**src/prtl_pkg.sv**
```systemverilog
// Shared types and constants for the pump run timer with lockout.
package prtl_pkg;

  localparam int unsigned TimeW = 32;
  localparam int unsigned CfgIdxW = 2;

  localparam logic [TimeW-1:0] MaxRunReset = TimeW'(60000);
  localparam logic [TimeW-1:0] LockoutReset = TimeW'(60000);

  typedef enum logic [1:0] {
    FuncTick  = 2'd0,
    FuncStart = 2'd1,
    FuncStop  = 2'd2
  } func_e;

  typedef enum logic [1:0] {
    StOk       = 2'd0,
    StBadState = 2'd1,
    StBadArg   = 2'd2
  } status_e;

  typedef enum logic [CfgIdxW-1:0] {
    CfgEnable     = 2'd0,
    CfgMaxRun     = 2'd1,
    CfgLockout    = 2'd2,
    CfgActiveHigh = 2'd3
  } cfg_idx_e;

  typedef struct packed {
    logic             enable;
    logic [TimeW-1:0] max_run_ms;
    logic [TimeW-1:0] lockout_ms;
    logic             active_high;
  } cfg_t;

  typedef struct packed {
    logic             running;
    logic             lockout;
    logic             stopped_before;
    logic [TimeW-1:0] run_left;
    logic [TimeW-1:0] since_stop;
  } state_t;

  typedef struct packed {
    logic [1:0]       status;
    logic             drive_level;
    logic             is_running;
    logic             in_lockout;
    logic [TimeW-1:0] time_left_ms;
  } result_t;

endpackage

```
**src/prtl_if.sv**
```systemverilog
// Valid/ready channel interfaces for request and result beats.
interface prtl_in_if;
  import prtl_pkg::*;
  logic             valid;
  logic             ready;
  logic [1:0]       func;
  logic [TimeW-1:0] run_time_ms;
  modport source (output valid, func, run_time_ms, input ready);
  modport sink (input valid, func, run_time_ms, output ready);
endinterface

interface prtl_out_if;
  import prtl_pkg::*;
  logic             valid;
  logic             ready;
  logic [1:0]       status;
  logic             drive_level;
  logic             is_running;
  logic             in_lockout;
  logic [TimeW-1:0] time_left_ms;
  modport source (output valid, status, drive_level, is_running, in_lockout, time_left_ms,
                  input ready);
  modport sink (input valid, status, drive_level, is_running, in_lockout, time_left_ms,
                output ready);
endinterface

```
**src/prtl_core.sv**
```systemverilog
// Next-state and result logic for one request beat.
module prtl_core import prtl_pkg::*; (
  input  cfg_t             cfg_i,
  input  state_t           state_i,
  input  logic [1:0]       func_i,
  input  logic [TimeW-1:0] run_time_ms_i,
  output state_t           state_o,
  output result_t          result_o
);

  logic [TimeW-1:0] run_dec;
  logic [TimeW-1:0] since_inc;
  logic [1:0]       status;
  state_t           nxt;

  assign run_dec   = (state_i.run_left != '0) ? state_i.run_left - TimeW'(1) : state_i.run_left;
  assign since_inc = (state_i.since_stop < cfg_i.lockout_ms) ?
                     state_i.since_stop + TimeW'(1) : state_i.since_stop;

  always_comb begin
    nxt    = state_i;
    status = StOk;
    unique case (func_i)
      FuncTick: begin
        nxt.run_left   = run_dec;
        nxt.since_stop = since_inc;
        if (cfg_i.enable) begin
          if (state_i.running && run_dec == '0) begin
            nxt.running        = 1'b0;
            nxt.run_left       = '0;
            nxt.since_stop     = '0;
            nxt.stopped_before = 1'b1;
            nxt.lockout        = 1'b1;
          end else if (!state_i.running && state_i.stopped_before &&
                       since_inc >= cfg_i.lockout_ms) begin
            nxt.lockout = 1'b0;
          end
        end
      end
      FuncStart: begin
        if (!cfg_i.enable) begin
          status = StBadState;
        end else if (run_time_ms_i == '0 || run_time_ms_i > cfg_i.max_run_ms) begin
          status = StBadArg;
        end else if (state_i.running) begin
          status = StBadState;
        end else if (state_i.stopped_before && state_i.since_stop < cfg_i.lockout_ms) begin
          nxt.lockout = 1'b1;
          status      = StBadState;
        end else begin
          nxt.running  = 1'b1;
          nxt.lockout  = 1'b0;
          nxt.run_left = run_time_ms_i;
        end
      end
      FuncStop: begin
        if (cfg_i.enable && state_i.running) begin
          nxt.running        = 1'b0;
          nxt.run_left       = '0;
          nxt.since_stop     = '0;
          nxt.stopped_before = 1'b1;
          nxt.lockout        = 1'b1;
        end
      end
      default: ;
    endcase
  end

  assign state_o                = nxt;
  assign result_o.status        = status;
  assign result_o.drive_level   = ~(nxt.running ^ cfg_i.active_high);
  assign result_o.is_running    = nxt.running;
  assign result_o.in_lockout    = nxt.lockout;
  assign result_o.time_left_ms  = nxt.running ? nxt.run_left : '0;

endmodule

```
**src/pump_run_timer_with_lockout.sv**
```systemverilog
// Top level: pump run timer with minimum off time after each stop.
//
// Request channel (in_ch) carries tick, start or stop beats; each one gives
// exactly one result beat on out_ch with status, drive level, running and
// lockout flags and remaining run time.
// Latency: a result is valid the cycle after its request is accepted.
// Throughput: one request per cycle unless stalled; state update and result
// are one pass of logic between the state registers and the result register.
// When the receiver stalls, the result register holds and in_ch.ready drops
// until the pending result is taken; it stays high while the result register
// is empty or being emptied in the same cycle.
// Configuration: cfg_we_i writes register cfg_idx_i (enable, max run,
// lockout, polarity) with cfg_data_i; write only while idle.
// Reset: pump stopped, never stopped before, enable off, limits 60000 ms,
// active-high drive; no result pending.
module pump_run_timer_with_lockout import prtl_pkg::*; (
  input  logic               clk_i,
  input  logic               rst_ni,
  input  logic               cfg_we_i,
  input  logic [CfgIdxW-1:0] cfg_idx_i,
  input  logic [TimeW-1:0]   cfg_data_i,
  prtl_in_if.sink            in_ch,
  prtl_out_if.source         out_ch
);

  cfg_t    cfg_q;
  state_t  state_q, state_d;
  result_t res_q, res_d;
  logic    out_valid_q;
  logic    in_beat;

  assign in_ch.ready = !out_valid_q || out_ch.ready;
  assign in_beat     = in_ch.valid && in_ch.ready;

  prtl_core u_core (
    .cfg_i         (cfg_q),
    .state_i       (state_q),
    .func_i        (in_ch.func),
    .run_time_ms_i (in_ch.run_time_ms),
    .state_o       (state_d),
    .result_o      (res_d)
  );

  always_ff @(posedge clk_i or negedge rst_ni) begin
    if (!rst_ni) begin
      cfg_q.enable      <= 1'b0;
      cfg_q.max_run_ms  <= MaxRunReset;
      cfg_q.lockout_ms  <= LockoutReset;
      cfg_q.active_high <= 1'b1;
    end else if (cfg_we_i) begin
      unique case (cfg_idx_e'(cfg_idx_i))
        CfgEnable:     cfg_q.enable      <= cfg_data_i[0];
        CfgMaxRun:     cfg_q.max_run_ms  <= cfg_data_i;
        CfgLockout:    cfg_q.lockout_ms  <= cfg_data_i;
        CfgActiveHigh: cfg_q.active_high <= cfg_data_i[0];
        default: ;
      endcase
    end
  end

  always_ff @(posedge clk_i or negedge rst_ni) begin
    if (!rst_ni) begin
      state_q     <= '0;
      out_valid_q <= 1'b0;
    end else begin
      if (in_beat) begin
        state_q <= state_d;
      end
      if (in_beat) begin
        out_valid_q <= 1'b1;
      end else if (out_ch.ready) begin
        out_valid_q <= 1'b0;
      end
    end
  end

  always_ff @(posedge clk_i) begin
    if (in_beat) begin
      res_q <= res_d;
    end
  end

  assign out_ch.valid        = out_valid_q;
  assign out_ch.status       = res_q.status;
  assign out_ch.drive_level  = res_q.drive_level;
  assign out_ch.is_running   = res_q.is_running;
  assign out_ch.in_lockout   = res_q.in_lockout;
  assign out_ch.time_left_ms = res_q.time_left_ms;

  a_beat_gives_result: assert property (@(posedge clk_i) disable iff (!rst_ni)
    in_beat |=> out_ch.valid)
    else $error("accepted beat gave no result");

  a_run_excl_lockout: assert property (@(posedge clk_i) disable iff (!rst_ni)
    out_ch.valid && out_ch.is_running |-> !out_ch.in_lockout)
    else $error("running and lockout both set");

  a_stopped_no_time: assert property (@(posedge clk_i) disable iff (!rst_ni)
    out_ch.valid && !out_ch.is_running |-> out_ch.time_left_ms == '0)
    else $error("time left shown while stopped");

  a_state_matches_result: assert property (@(posedge clk_i) disable iff (!rst_ni)
    in_beat |=> out_ch.is_running == state_q.running && out_ch.in_lockout == state_q.lockout)
    else $error("result flags differ from state");

endmodule
```
**src/flat_wrapper.sv**
```systemverilog
// flat-port wrapper written by rule: the top's interface ports become plain ports
module pump_run_timer_with_lockout_flat import prtl_pkg::*;
  (clk_i, rst_ni, cfg_we_i, cfg_idx_i, cfg_data_i, in_ch_valid, in_ch_func, in_ch_run_time_ms, in_ch_ready, out_ch_valid, out_ch_status, out_ch_drive_level, out_ch_is_running, out_ch_in_lockout, out_ch_time_left_ms, out_ch_ready);
  prtl_in_if in_ch_i ();
  prtl_out_if out_ch_i ();
  input  logic clk_i;
  input  logic rst_ni;
  input  logic cfg_we_i;
  input  logic [CfgIdxW-1:0] cfg_idx_i;
  input  logic [TimeW-1:0] cfg_data_i;
  input wire logic [$bits(in_ch_i.valid)-1:0] in_ch_valid;
  input wire logic [$bits(in_ch_i.func)-1:0] in_ch_func;
  input wire logic [$bits(in_ch_i.run_time_ms)-1:0] in_ch_run_time_ms;
  output wire logic [$bits(in_ch_i.ready)-1:0] in_ch_ready;
  output wire logic [$bits(out_ch_i.valid)-1:0] out_ch_valid;
  output wire logic [$bits(out_ch_i.status)-1:0] out_ch_status;
  output wire logic [$bits(out_ch_i.drive_level)-1:0] out_ch_drive_level;
  output wire logic [$bits(out_ch_i.is_running)-1:0] out_ch_is_running;
  output wire logic [$bits(out_ch_i.in_lockout)-1:0] out_ch_in_lockout;
  output wire logic [$bits(out_ch_i.time_left_ms)-1:0] out_ch_time_left_ms;
  input wire logic [$bits(out_ch_i.ready)-1:0] out_ch_ready;
  assign in_ch_i.valid = in_ch_valid;
  assign in_ch_i.func = in_ch_func;
  assign in_ch_i.run_time_ms = in_ch_run_time_ms;
  assign in_ch_ready = in_ch_i.ready;
  assign out_ch_valid = out_ch_i.valid;
  assign out_ch_status = out_ch_i.status;
  assign out_ch_drive_level = out_ch_i.drive_level;
  assign out_ch_is_running = out_ch_i.is_running;
  assign out_ch_in_lockout = out_ch_i.in_lockout;
  assign out_ch_time_left_ms = out_ch_i.time_left_ms;
  assign out_ch_i.ready = out_ch_ready;
  pump_run_timer_with_lockout u_core (.clk_i(clk_i), .rst_ni(rst_ni), .cfg_we_i(cfg_we_i), .cfg_idx_i(cfg_idx_i), .cfg_data_i(cfg_data_i), .in_ch(in_ch_i), .out_ch(out_ch_i));
endmodule
```
**config.mk**
```make
export PLATFORM = sky130hd
export DESIGN_NAME = pump_run_timer_with_lockout_flat
export DESIGN_NICKNAME = d
export VERILOG_FILES = /design/src/prtl_pkg.sv /design/src/prtl_if.sv /design/src/prtl_core.sv /design/src/pump_run_timer_with_lockout.sv /design/src/flat_wrapper.sv
export SDC_FILE = /design/constraint.sdc
export NUM_CORES = 1
export LEC_CHECK = 0
export BUFFER_PORTS_ARGS = -buffer_cell sky130_fd_sc_hd__buf_2
export CORE_MARGIN = 5
export CORE_UTILIZATION = 55
export CTS_CLUSTER_SIZE = 10
export DETAILED_ROUTE_END_ITERATION = 6
export PLACE_DENSITY = 0.75
export SYNTH_ARGS = -nofsm -noshare
export SYNTH_HDL_FRONTEND = slang
export SYNTH_SLANG_ARGS = --single-unit
```
**constraint.sdc**
```tcl
create_clock -name clk_i -period 12 [get_ports clk_i]
set_input_delay 1.2 -clock clk_i [delete_from_list [all_inputs] [get_ports clk_i]]
set_output_delay 1.2 -clock clk_i [all_outputs]
set_load 0.005 [all_outputs]
```
==> results of run 1 <==
[Yosys cell counts, types with 4 or more instances]
master / number
or2_2: 9
a22o_1: 15
inv_1: 87
o22ai_1: 4
clkbuf_1: 48
o21a_1: 4
and2_1: 5
a221oi_1: 10
mux2_2: 66
dfstp_2: 15
nor2_1: 71
nand2b_1: 10
a221o_1: 14
a2111oi_0: 5
or3_1: 13
nor4_1: 29
nand3_1: 36
o21ai_0: 62
a32oi_1: 4
buf_2: 13
nand3b_1: 6
nor2b_1: 6
a22oi_1: 23
edfxtp_1: 37
dfrtp_1: 119
nand2_1: 94
o211ai_1: 13
xor2_1: 17
a31oi_1: 8
xnor2_1: 24
mux2i_1: 4
nand4_1: 23
a21oi_1: 86
a211oi_1: 8
ha_1: 97
a21o_1: 18
o31ai_1: 7
and3_1: 16
buf_1: 4
nor3_1: 23
or4_1: 13
[cells in the final DEF, fill, tap and decap left out, types with 5 or more instances in the layout]
master       n
nand3b_1     6
a21oi_1     85
o211ai_1    13
a22oi_1     23
or2_2        9
and3_1      16
a2111oi_0    5
dfstp_2     15
nor2_1      71
nand2_1     94
a211oi_1     8
and2_1       5
nor3_1      22
o21ai_0     62
or3_1       13
inv_1       86
mux2_2      66
buf_4       15
edfxtp_1    37
nand2b_1    10
a21o_1      18
clkbuf_16   17
a221o_1     14
or4_1       13
ha_1        97
nand4_1     23
a221oi_1    10
xnor2_1     24
nand3_1     36
xor2_1      17
a22o_1      15
buf_2      110
nor2b_1      6
a31oi_1      8
dfrtp_1    119
o31ai_1      7
nor4_1      29
[critical path: stages (launching register included)]
cell	delay, ps
dfstp_2	530
inv_1	50
ha_1	310
nand4_1	140
nor3_1	260
or4b_2	600
a31oi_1	200
nor3_2	60
buf_4	210
nand4_1	500
or3_1	290
nor2_1	80
xor2_1	140
ha_1	280
nand4_1	80
nor3_1	240
or4b_2	620
or3_1	380
o211ai_1	170
o211ai_1	130
a21o_1	170
[final cells by class]
class	instances	area share (%)
Multi-Input combinational cell	898	50.07
Sequential cell	171	34.73
Timing Repair Buffer	126	5.225
Clock buffer	18	3.402
Tap cell	275	2.666
Inverter	87	2.530
Clock inverter	14	1.357
Antenna cell	1	0.01939
[kinds of logic after synthesis]
group                    synth area share [%]
AO/OA/AOI/OAI                           18.47
XOR/XNOR                                3.110
adder cells (fa/ha/maj)                 10.51
buffers and inverters                   5.375
flip-flops                              38.83
multiplexers                            6.784
AND/OR/NAND/NOR                         16.92
[state kept, by name, indices dropped and copies added (netlist names)]
name	count
u_core.state_q	67
u_core.out_ch.is_running	1
u_core.out_ch.time_left_ms	32
u_core.cfg_q	66
u_core.out_ch.valid	1
u_core.out_ch.in_lockout	1
u_core.out_ch.drive_level	1
u_core.out_ch.status	2
[how the worst max path moves through the flow]
stage | startpoint | slack (ps) | cells after the start | endpoint
2_1_floorplan | u_core.cfg_q[15] | 7070 | 20 | u_core.out_ch.in_lockout
3_3_place_gp | u_core.cfg_q[15] | 6520 | 20 | u_core.out_ch.in_lockout
3_5_place_dp | u_core.cfg_q[15] | 6350 | 20 | u_core.out_ch.in_lockout
4_1_cts | u_core.cfg_q[15] | 6330 | 20 | u_core.out_ch.in_lockout
5_1_grt | u_core.state_q[23] | 5940 | 19 | u_core.out_ch.in_lockout
6_report | u_core.cfg_q[15] | 6300 | 20 | u_core.out_ch.in_lockout
[metrics by stage]
stage	hold slack [ps]	cell area, µm²	power [mW]	instances
2_1_floorplan	479.4	11540	1.219	1224
3_3_place_gp	488.5	12290	1.385	1557
3_5_place_dp	493.7	12290	1.410	1557
4_1_cts	509.2	12900	1.992	1589
5_1_grt	518.6	12910	2.112	1590
6_report	504.5	12910	1.997	1590
[power groups by stage]
stage	registers, mW	logic [mW]	clock network [mW]
final	0.834	0.582	0.581
after CTS	0.828	0.577	0.586
after global routing	0.847	0.651	0.614
after floorplan	0.777	0.442	0
after global placement	0.833	0.552	0
after detailed placement	0.837	0.573	0
[routing by layer]
metal	GRT usage (%)	vias to the layer above	wire length, µm
met5	0	-	0
li1	-	4703	-
met4	10.72	0	1087
met1	36.04	4865	13380
met3	4.645	84	2317
met2	45.70	421	16260
==> metrics.txt, run 1 <==
crit path time final 5704 ps; root buffer selected by CTS clkbuf_16; critical path data required time 12,200 ps; gpl congestion between 0.9 and 1; post-synth cell types 74; post-cts sizing count 0; TritonCTS clock tree built; pwr dens 154.7 nW/µm²; post-route ant nets 0; total length of routed wires 33.04 mm; Layout Nets 1,471; synth warn 0; max_slew headroom 27.60%; RSZ-0062 raised after global routing no; overall die width ~150 µm; share of post-route cells with drive strength above 1 between 20% and 30%; Slew Viols, Final 0; post-DR vias/cell 6.335; largest net degree at the start of global routing 73; Die ar. about 24,000 µm²; FF+latch area 4483 µm²; Die Y 154.9 µm; fmax 0.1753 GHz; sequential power share 41.7%; crit end category register; Reg-to-Reg Start u_core.cfg_q[15]; CTS sink cnt around 170; number of global-route vias before repair 9,767; Tcrit/Tclk final between 40% and 50%; Internal 1.277 mW; Post-synth ARST share 78.36%; HP Start u_core.cfg_q[45]; Wirelength per Cell 20.78 µm; Crit Path Max Fanout 20; Synth area leaders dfrtp_1 (26%), ha_1 (11%), edfxtp_1 (9.6%); CP Class reg2reg; combinational share of power 29.2%; TritonCTS Buffers 17; Final HPWL DP 24.04 mm; R2R setup slack 6300 ps; post-synth top area cell dfrtp_1; Worst-Margin Slew 1085 ps; Hold Crit Class reg2reg; Remaining DRCs 0; Reg2Reg Depth 20; Ports 112; hold-critical path depth 1; Most used DFF post-synth dfrtp_1; Fin Setup TNS 0 ps; CTS clk-pin slew, worst paths 70 ps; maxcap violations 0; crit start category register; Leak 5.806 nW; Worst Hold Path EP u_core.cfg_q[45]; dpl ws 6353 ps; Switching Fraction a little over a third; sequential-to-total area share from yosys stat 38.83%; GR Util All Layers 27.50%; starting DRC count in detailed routing 1,097; Layout area overhead 11.80%; final hold vios 0; Yosys reg bits around 170; GR Overflow Total 0; status completed; # H-tree levels 4; core footprint 20,820 µm²; RR Endpoint u_core.out_ch.in_lockout; Initial Util between 50% and 60%; clock skew 13.68 ps; IO Port Bufs 111; Netlist Area Pre-Place approximately 12,000 µm²; area of the multi-input gates 6462 µm²; TritonRoute pass-1 iters 7; syn_nets 1,394; switching power 0.7202 mW; initial antenna violation count 1; number of fill cells 1,775; setup violators final 0; Final WS setup 6296 ps; first-pass GRT wire length between 50 and 60 mm; setup repair bufs after CTS 0; clk_lat worst skew 450 ps; crit path DAT 5910 ps; EDFF count, synth 37; deepest clock path buffer count 2; area share of the largest cell type after synthesis 25.79%; Post-Synthesis Cells roughly 1,200; clock network fraction of total power 29.1%; standard-cell rows 53; Syn Area/Cell 9.432 µm²; Final Core Density 61.99%; Via Count 10,070; Worst IR Drop VDD 0.00007778 V; Hold-fix buffers, CTS 0
Note: power is estimated with default switching activity, not from simulation.
==> run 2, diff against run 1 <==
--- a/config.mk
+++ b/config.mk
@@ -5,12 +5,13 @@
 export SDC_FILE = /design/constraint.sdc
 export NUM_CORES = 1
 export LEC_CHECK = 0
+export ABC_AREA = 1
 export BUFFER_PORTS_ARGS = -buffer_cell sky130_fd_sc_hd__buf_2
 export CORE_MARGIN = 5
 export CORE_UTILIZATION = 55
 export CTS_CLUSTER_SIZE = 10
 export DETAILED_ROUTE_END_ITERATION = 6
-export PLACE_DENSITY = 0.75
+export PLACE_DENSITY = 0.78
 export SYNTH_ARGS = -nofsm -noshare
 export SYNTH_HDL_FRONTEND = slang
 export SYNTH_SLANG_ARGS = --single-unit
==> constraint.sdc (replaced) <==
create_clock -name clk_i -period 5.07 [get_ports clk_i]
set_input_delay 0.507 -clock clk_i [delete_from_list [all_inputs] [get_ports clk_i]]
set_output_delay 0.507 -clock clk_i [all_outputs]
set_load 0.005 [all_outputs]
==> metrics.txt, run 2 <==
post-synthesis adder-cell area fraction 9.770% (-0.74 points); Die Y 160.3 µm (+3.5%); total length of routed wires 34.13 mm (+3.3%); CTS clk-pin slew, worst paths 70 ps (about the same); Inst Count DP 2,103 (+35%); maxcap violations 0 (unchanged); post-route ant nets 0 (unchanged); most frequent cells after synthesis nand2_1 (473), inv_1 (287), nor2_1 (152); Largest register FFs 67 (unchanged); standard-cell rows 55 (+3.8%); CP Class reg2reg; overall die width 160.3 µm (+3.5%); IO Port Bufs 111 (unchanged); Via Count 11,690 (+16%); # H-tree levels 4 (unchanged); Most used DFF post-synth dfrtp_1; pwr dens 534.9 nW/µm² (+250%); first-pass GRT wire length 56.39 mm (+7.0%); clock skew 14.97 ps (+1.288 ps); TritonCTS clock tree built; Post-synth ARST share 78.36% (unchanged); post-cts sizing count 0 (unchanged); most frequent CP cell nand2_1; Crit path largest cell delay 440 ps (-180 ps); fmax 0.2324 GHz (+33%); GR Util All Layers 26.82% (-0.68 points); Crit Path Max Fanout 37 (+85%); crit start category register; Die ar. 25,690 µm² (+7.1%); number of global-route vias before repair 11,510 (+18%); setup repair bufs after CTS 0 (unchanged); crit end category register; area share of the largest cell type after synthesis 23.97% (-1.8 points); most common cell after layout, fill and taps aside nand2_1; GR Overflow Total 0 (unchanged); clk_lat worst skew 440 ps (about the same); sequential-to-total area share from yosys stat 36.09% (-2.7 points); Syn Area/Cell 7.086 µm² (-25%); Hold-fix buffers, CTS 0 (unchanged); critical path data required time 5240 ps (-6960 ps); Layout Cells excl Fill 2,135 (+34%); syn_nets 1,923 (+38%); EDFF count, synth 37 (unchanged); Layout area overhead 10.53%; Initial Util 55.37% (-0.073 points); Wirelength per Cell 15.99 µm (-23%); Antenna diodes 0 (-1); failing checks DRC; synth warn 0 (unchanged); final hold vios 0 (unchanged); most frequent cell after synthesis nand2_1; Final Core Density 61.20% (-0.79 points); crit path time final 4303 ps (-1401 ps); Post-Synthesis Cells 1,753 (+43%); Largest Register u_core.state_q; Worst-Margin Slew 1133 ps (+47.44 ps); gpl congestion 0.9660 (+2.1%); Leak 7.066 nW (+22%); deepest clock path buffer count 2 (unchanged); RSZ-0062 raised after global routing no; max_slew headroom 24.39% (-3.2 points); starting DRC count in detailed routing 954 (-13%); initial antenna violation count 0 (-1); Compound-Gate Fraction of Synth Area 10.30% (-8.2 points); xor-xnor portion of the synthesized cell area 2.599% (-0.51 points); post-DR vias/cell 5.477 (-14%); Final HPWL DP 25.71 mm (+6.9%); CTS sink cnt 171 (unchanged); CP cell instances ha_1, nand2_1, nor2_1, nor3b_1, nor3b_1, nand2_1, nand2_1, inv_2, o21ai_0, inv_1, ha_1, nand2_1, inv_1, nand3_1, nor3_1, and3_1, nand4_1, nand3_1, nand2_1, nand4_1, nand3b_1; Worst path slowest cell dfrtp_1; share of post-route cells with drive strength above 1 10.92% (-9.6 points); Netlist Area Pre-Place 12,420 µm² (+7.6%); largest family of logic cells by synthesized area simple AND/OR/NAND/NOR gates; Slew Viols, Final 0 (unchanged); Yosys reg bits 171 (unchanged); Fin Setup TNS 0 ps (unchanged); setup violators final 0 (unchanged); Synth area leaders dfrtp_1 (24%), nand2_1 (14%), ha_1 (9.8%); crit path DAT 4470 ps (-1440 ps); Ports 112 (unchanged); Hold Crit Class in2async; commonest cells after routing, fill and taps aside nand2_1 (473), inv_1 (287), nor2_1 (149); mux share of post-synthesis cell area 0% (-6.8 points); Post-Synth Simple-Gate Area 30.25% (+13 points); Worst IR Drop VDD 0.0002927 V (+280%); status finished with violations; root buffer selected by CTS clkbuf_16; post-synth top area cell dfrtp_1; post-synth cell types 39 (-47%); Tcrit/Tclk final 84.87% (+37 points); largest net degree at the start of global routing 88 (+21%); TritonCTS Buffers 17 (unchanged); Hold Slack 102.4 ps (-402.1 ps); core footprint 22,430 µm² (+7.7%); TritonRoute pass-1 iters 7 (unchanged); Layout Nets 2,007 (+36%); Remaining DRCs 2 (+2)
## run 2: changes by cell type in the layout (fill, tap and decap cells not counted), sizes merged, moves of 57 or more
cell and delta:
inv +206, mux2 -66, nand2 +386, nand3 +57, nor2 +92, o21ai +63
## run 2: area by class of cell
type                       instances  area (µm²)
tap                              285       356.6
fill                            2071        8705
multi-input combinational       1234        6596
clock buffer                      18       439.2
timing repair buffer             121       636.9
inverter                         292        1096
sequential                       171        4483
clock inverter                    14       121.4
## run 2: critical path: cells and delay by family (launching register included)
| family | cells | cell delay, ps |
|---|---|---|
| AND/OR/NAND/NOR | 15 | 2150 |
| flip-flops | 1 | 440 |
| buffers and inverters | 3 | 470 |
| adder cells (fa/ha/maj) | 2 | 640 |
| AO/OA/AOI/OAI | 1 | 330 |
## run 2: worst paths after layout
| kind | from | end | slack (ps) | cells past startpoint |
|---|---|---|---|---|
| worst min-delay path | rst_ni | u_core.state_q[40] | 100 | 1 |
| worst max register to register | u_core.state_q[29] | u_core.out_ch.in_lockout | 770 | 21 |
| worst max-delay path | u_core.state_q[29] | u_core.out_ch.in_lockout | 770 | 21 |
| worst min register to register | u_core.cfg_q[37] | u_core.cfg_q[37] | 490 | 2 |
| max in group asynchronous | rst_ni | u_core.state_q[19] | 3760 | 2 |
| min in group clk_i | cfg_data_i[11] | u_core.cfg_q[44] | 310 | 3 |
## run 2: cell families after synthesis
| logic type | count (synthesis) |
|---|---|
| compound gates | 233 |
| xor+xnor | 36 |
| fa+ha+maj | 97 |
| buf+inv | 348 |
| flops | 171 |
| simple gates | 868 |
## run 2: per-layer routing
layer,GRT usage [%],vias to the layer above,part of all wire (%)
met5,0,-,0
met4,9.582,0,3.4
met3,5.213,86,5.7
met2,46.84,399,50
met1,33.14,5401,41
li1,-,5807,-
## run 2: where the power goes
group          switching, mW  leakage, nW  internal [mW]
Sequential             0.425         2.07           1.76
Combinational           2.52         4.71           1.37
Clock                  0.609        0.283          0.659
Total                   3.56         7.07           3.79
## run 2: through the flow
step | worst slack, ps | cell area, µm² | power (mW)
4_1_cts | 815.6 | 13730 | 7.310
3_5_place_dp | 907.4 | 13170 | 5.996
2_1_floorplan | 1558 | 12420 | 4.996
6_report | 766.9 | 13730 | 7.343
3_3_place_gp | 1059 | 13170 | 5.861
5_1_grt | 268.4 | 13730 | 8.060
